File: src/ils_pkg.sv
`timescale 1ns / 1ps

package ils_pkg;

  localparam int DEF_CAPACITY = 256;

  localparam logic [2:0] MODE_READ = 3'd0;
  localparam logic [2:0] MODE_HEAD = 3'd1;
  localparam logic [2:0] MODE_TAIL = 3'd2;
  localparam logic [2:0] MODE_AT   = 3'd3;
  localparam logic [2:0] MODE_DEL  = 3'd4;

  localparam logic [1:0] ST_OK    = 2'd0;
  localparam logic [1:0] ST_RANGE = 2'd1;
  localparam logic [1:0] ST_FULL  = 2'd2;

  localparam logic [31:0] NONE_VALUE = 32'hFFFF_FFFF;

  // commands from the controller to the datapath
  typedef struct packed {
    logic load;
    logic judge;
    logic rd_pos;
    logic sh_init;
    logic sh_rd;
    logic sh_wr;
    logic ins_wr;
    logic len_dec;
    logic emit;
  } ils_cmd_t;

  // status from the datapath to the controller
  typedef struct packed {
    logic do_read;
    logic do_ins;
    logic do_del;
    logic shift_more;
    logic out_free;
  } ils_stat_t;

endpackage

File: src/ils_ctrl.sv
`timescale 1ns / 1ps

module ils_ctrl
  import ils_pkg::*;
(
  input  logic      clk,
  input  logic      rst,
  input  logic      in_valid,
  output logic      in_stall,
  input  ils_stat_t stat,
  output ils_cmd_t  cmd
);

  typedef enum logic [4:0] {
    S_IDLE   = 5'b00001,
    S_DECIDE = 5'b00010,
    S_SH_RD  = 5'b00100,
    S_SH_WR  = 5'b01000,
    S_FINISH = 5'b10000
  } state_t;

  state_t state;
  state_t state_next;

  assign in_stall = (state != S_IDLE);

  always_comb begin
    cmd        = '0;
    state_next = state;
    unique case (state)
      S_IDLE: begin
        if (in_valid) begin
          cmd.load   = 1'b1;
          state_next = S_DECIDE;
        end
      end
      S_DECIDE: begin
        cmd.judge = 1'b1;
        priority if (stat.do_read) begin
          cmd.rd_pos = 1'b1;
          state_next = S_FINISH;
        end else if (stat.do_ins || stat.do_del) begin
          cmd.sh_init = 1'b1;
          state_next  = S_SH_RD;
        end else begin
          state_next = S_FINISH;
        end
      end
      S_SH_RD: begin
        priority if (stat.shift_more) begin
          cmd.sh_rd  = 1'b1;
          state_next = S_SH_WR;
        end else if (stat.do_ins) begin
          cmd.ins_wr = 1'b1;
          state_next = S_FINISH;
        end else begin
          cmd.len_dec = 1'b1;
          state_next  = S_FINISH;
        end
      end
      S_SH_WR: begin
        cmd.sh_wr  = 1'b1;
        state_next = S_SH_RD;
      end
      S_FINISH: begin
        // hold until the output register can take the result
        if (stat.out_free) begin
          cmd.emit   = 1'b1;
          state_next = S_IDLE;
        end
      end
      default: state_next = S_IDLE;
    endcase
  end

  always_ff @(posedge clk) begin
    if (rst) begin
      state <= S_IDLE;
    end else begin
      state <= state_next;
    end
  end

endmodule
File: config.mk
export PLATFORM = sky130hd
export DESIGN_NAME = ils_ctrl
export DESIGN_NICKNAME = d
export VERILOG_FILES = /design/src/ils_pkg.sv /design/src/ils_ctrl.sv
export SDC_FILE = /design/constraint.sdc
export NUM_CORES = 1
export LEC_CHECK = 0
export ABC_AREA = 1
export BUFFER_PORTS_ARGS = -buffer_cell sky130_fd_sc_hd__buf_4
export CORE_AREA = 2 2 39 41
export CTS_CLUSTER_SIZE = 30
export DETAILED_ROUTE_END_ITERATION = 8
export DIE_AREA = 0 0 41 43
export GPL_TIMING_DRIVEN = 0
export HOLD_SLACK_MARGIN = 0.15
export SLEW_MARGIN = 40
export SYNTH_ARGS = -nofsm -noshare
export SYNTH_HDL_FRONTEND = slang
export SYNTH_SLANG_ARGS = --single-unit
export TNS_END_PERCENT = 20
File: constraint.sdc
create_clock -name clk -period 2.3 [get_ports clk]
set_input_delay 0.23 -clock clk [delete_from_list [all_inputs] [get_ports clk]]
set_output_delay 0.23 -clock clk [all_outputs]
set_load 0.01 [all_outputs]
==> impl_metrics.py <==
metrics = {
    "synthesis": {
        "yosysTopAreaCell": "dfxtp_1",
        "synthDistinctLibCells": 14,
        "synth_top_area_share": 0.2768,
        "netlist_instances": 59,
        "yosysWarningCount": 0,
        "netlist_top_cells_area": "dfxtp_1 28%, nand2_1 11%, inv_1 10%",
        "avgSynthCellArea_sq_um": 6.129,
        "synthesis.area_sq_um": 361.6,
        "synth_fp_nets": 67,
        "synth_seq_cells": 5,
        "ys_seq_area_frac": 0.2768,
    },
    "timing": {
        "relSlewSlack": 0.8094,
        "fin_skew_ns": 0.0008494,
        "hold_viol": 0,
        "setup_violations": 0,
        "rsz0062_at_grt": "no",
        "tightestPinTransition_ns": 0.2829,
        "drv_slew": 0,
        "fin_crit_sh": 0.6115,
        "hold_ws_ns": 0.1847,
        "setup_tns_ns": 0,
        "fmax_ghz": 0.7110,
        "period_needed_ns": 1.407,
    },
    "clock_network": {
        "cts_hold_buf": 0,
        "cts_root_buf": "clkbuf_4",
        "cts_buffer_depth": 2,
        "postCtsSetupRepairBufs": 0,
        "cts_tree": "done",
        "htreeDepth": 1,
        "clock_sinks": 5,
        "cts-buffers-inserted": 3,
        "clk_latency_ns": 0.23,
        "cts_resized": 0,
        "path_clk_slew_ns": 0.04,
    },
    "cells_and_area": {
        "largest_register": "state",
        "drive_gt1_frac": 0.4125,
        "final_net_count": 89,
        "reg_top3": "state (5)",
        "largest_register_ffs": 5,
        "fillCellCount": 167,
        "multi_input_area_sq_um": 209.0,
        "final_area_sq_um": 535.5,
        "layout_commonest_cell": "buf_4",
        "area_growth_syn_to_layout_pct": 48.10,
        "final_util": 0.3870,
        "diodes": 0,
        "regArea_sq_um": 100.1,
        "mostFrequentLayoutCells": "17 x buf_4, 11 x nand2_1, 10 x inv_1, 9 x nor2_1",
    },
    "global_routing": {
        "antenna_found_initial": 0,
        "grt_max_degree": 8,
        "grt_pass1_wl_um": 1207,
        "overflow": 0,
        "track_usage": 0.09739,
        "grt_pass1_vias": 353,
    },
    "critical_path": {
        "worstPathMaxFanout": 7,
        "worstSetupPathType": "register to output port",
        "cp-end-kind": "output port",
        "cp.arrival_ns": 1.18,
        "critPathRequiredTime_ns": 2.07,
        "critPathLaunchType": "register",
    },
    "hold_path": {
        "min_path_type": "input port to register",
    },
    "detailed_routing": {
        "drtPass1Iterations": 4,
        "antenna_left": 0,
        "vias": 409,
        "drt-total-wl_um": 786,
        "drt-initial-drc-count": 6,
        "via_per_inst": 4.260,
        "detail_route.wl_per_cell_um": 8.188,
        "drc": 0,
    },
    "placement": {
        "place_congestion": 0.7279,
        "post-dp-hpwl_um": 690.5,
        "postPlaceCellArea_sq_um": 509.2,
        "place.port_buffers": 17,
    },
    "pwr": {
        "total_power_uw": 255.0,
        "power.density_nw_per_um2": 476.2,
        "leakage_nw": 0.2866,
        "vdd_ir_drop_max_uv": 206.9,
    },
    "floorplan": {
        "fp.dieW_um": 41,
        "die_area_sq_um": 1763,
        "coreArea_sq_um": 1384,
        "rows": 14,
        "io_pins": 18,
        "die_h_um": 43,
        "start_util": 0.2613,
    },
    "run": {
        "drv_cap": 0,
    },
    "outcome": {
        "status": "finished, final reports clean",
    },
}
==> cells by family after synthesis <==
group                  after synthesis  synth area share
buffers and inverters               14            0.1453
DFF                                  5            0.2768
and+or+nand+nor                     37            0.5363
AOI/OAI and AO/OA                    3           0.04151
==> cell type report <==
cell class / count / share of cell area
Multi-Input combinational cell: 40 / 0.3902
Sequential cell: 5 / 0.1869
Timing Repair Buffer: 17 / 0.2383
Tap cell: 16 / 0.03738
Clock buffer: 4 / 0.04907
Inverter: 14 / 0.09813
==> synth_stat cells <==
cell type	count
nand3_1	4
nand3_2	2
dfxtp_1	5
a21oi_1	2
nor2_2	5
nor3b_2	1
nand4_1	3
o21ai_0	1
inv_2	4
nor2_4	1
nor3_1	1
nor2_1	9
inv_1	10
nand2_1	11
==> worst max-delay path, stage by stage (launching register included) <==
cell,delay (ns)
dfxtp_1,0.31
inv_1,0.19
nand3_2,0.15
nor2_2,0.15
buf_4,0.14
==> stage by stage <==
step,setup slack [ns],instances
2_1_floorplan,1.170,59
3_3_place_gp,1.131,92
3_5_place_dp,1.131,92
4_1_cts,0.8786,96
5_1_grt,0.7662,96
6_report,0.8935,96
==> where the power goes <==
part	internal (mW)	total, mW	switching [mW]
clock network	0.0652	0.0957	0.0305
logic	0.0283	0.0620	0.0337
registers	0.0915	0.0972	0.00574
==> worst paths after layout <==
path	startpoint	endpoint	slack, ns	cells past startpoint
setup reg to reg	state[1]	state[0]	1.21	6
hold / removal	rst	state[3]	0.18	2
hold reg to reg	state[4]	state[4]	0.64	4
setup / recovery	state[4]	cmd[5]	0.89	4
==> metal layers <==
layer	routed length [um]	global-route usage	up-vias
met5	0	0	-
met4	0	0.04000	0
met3	62	0.01571	0
met2	370	0.1656	13
met1	354	0.1125	175
li1	-	-	221
Power figures use the tool's default switching activity.
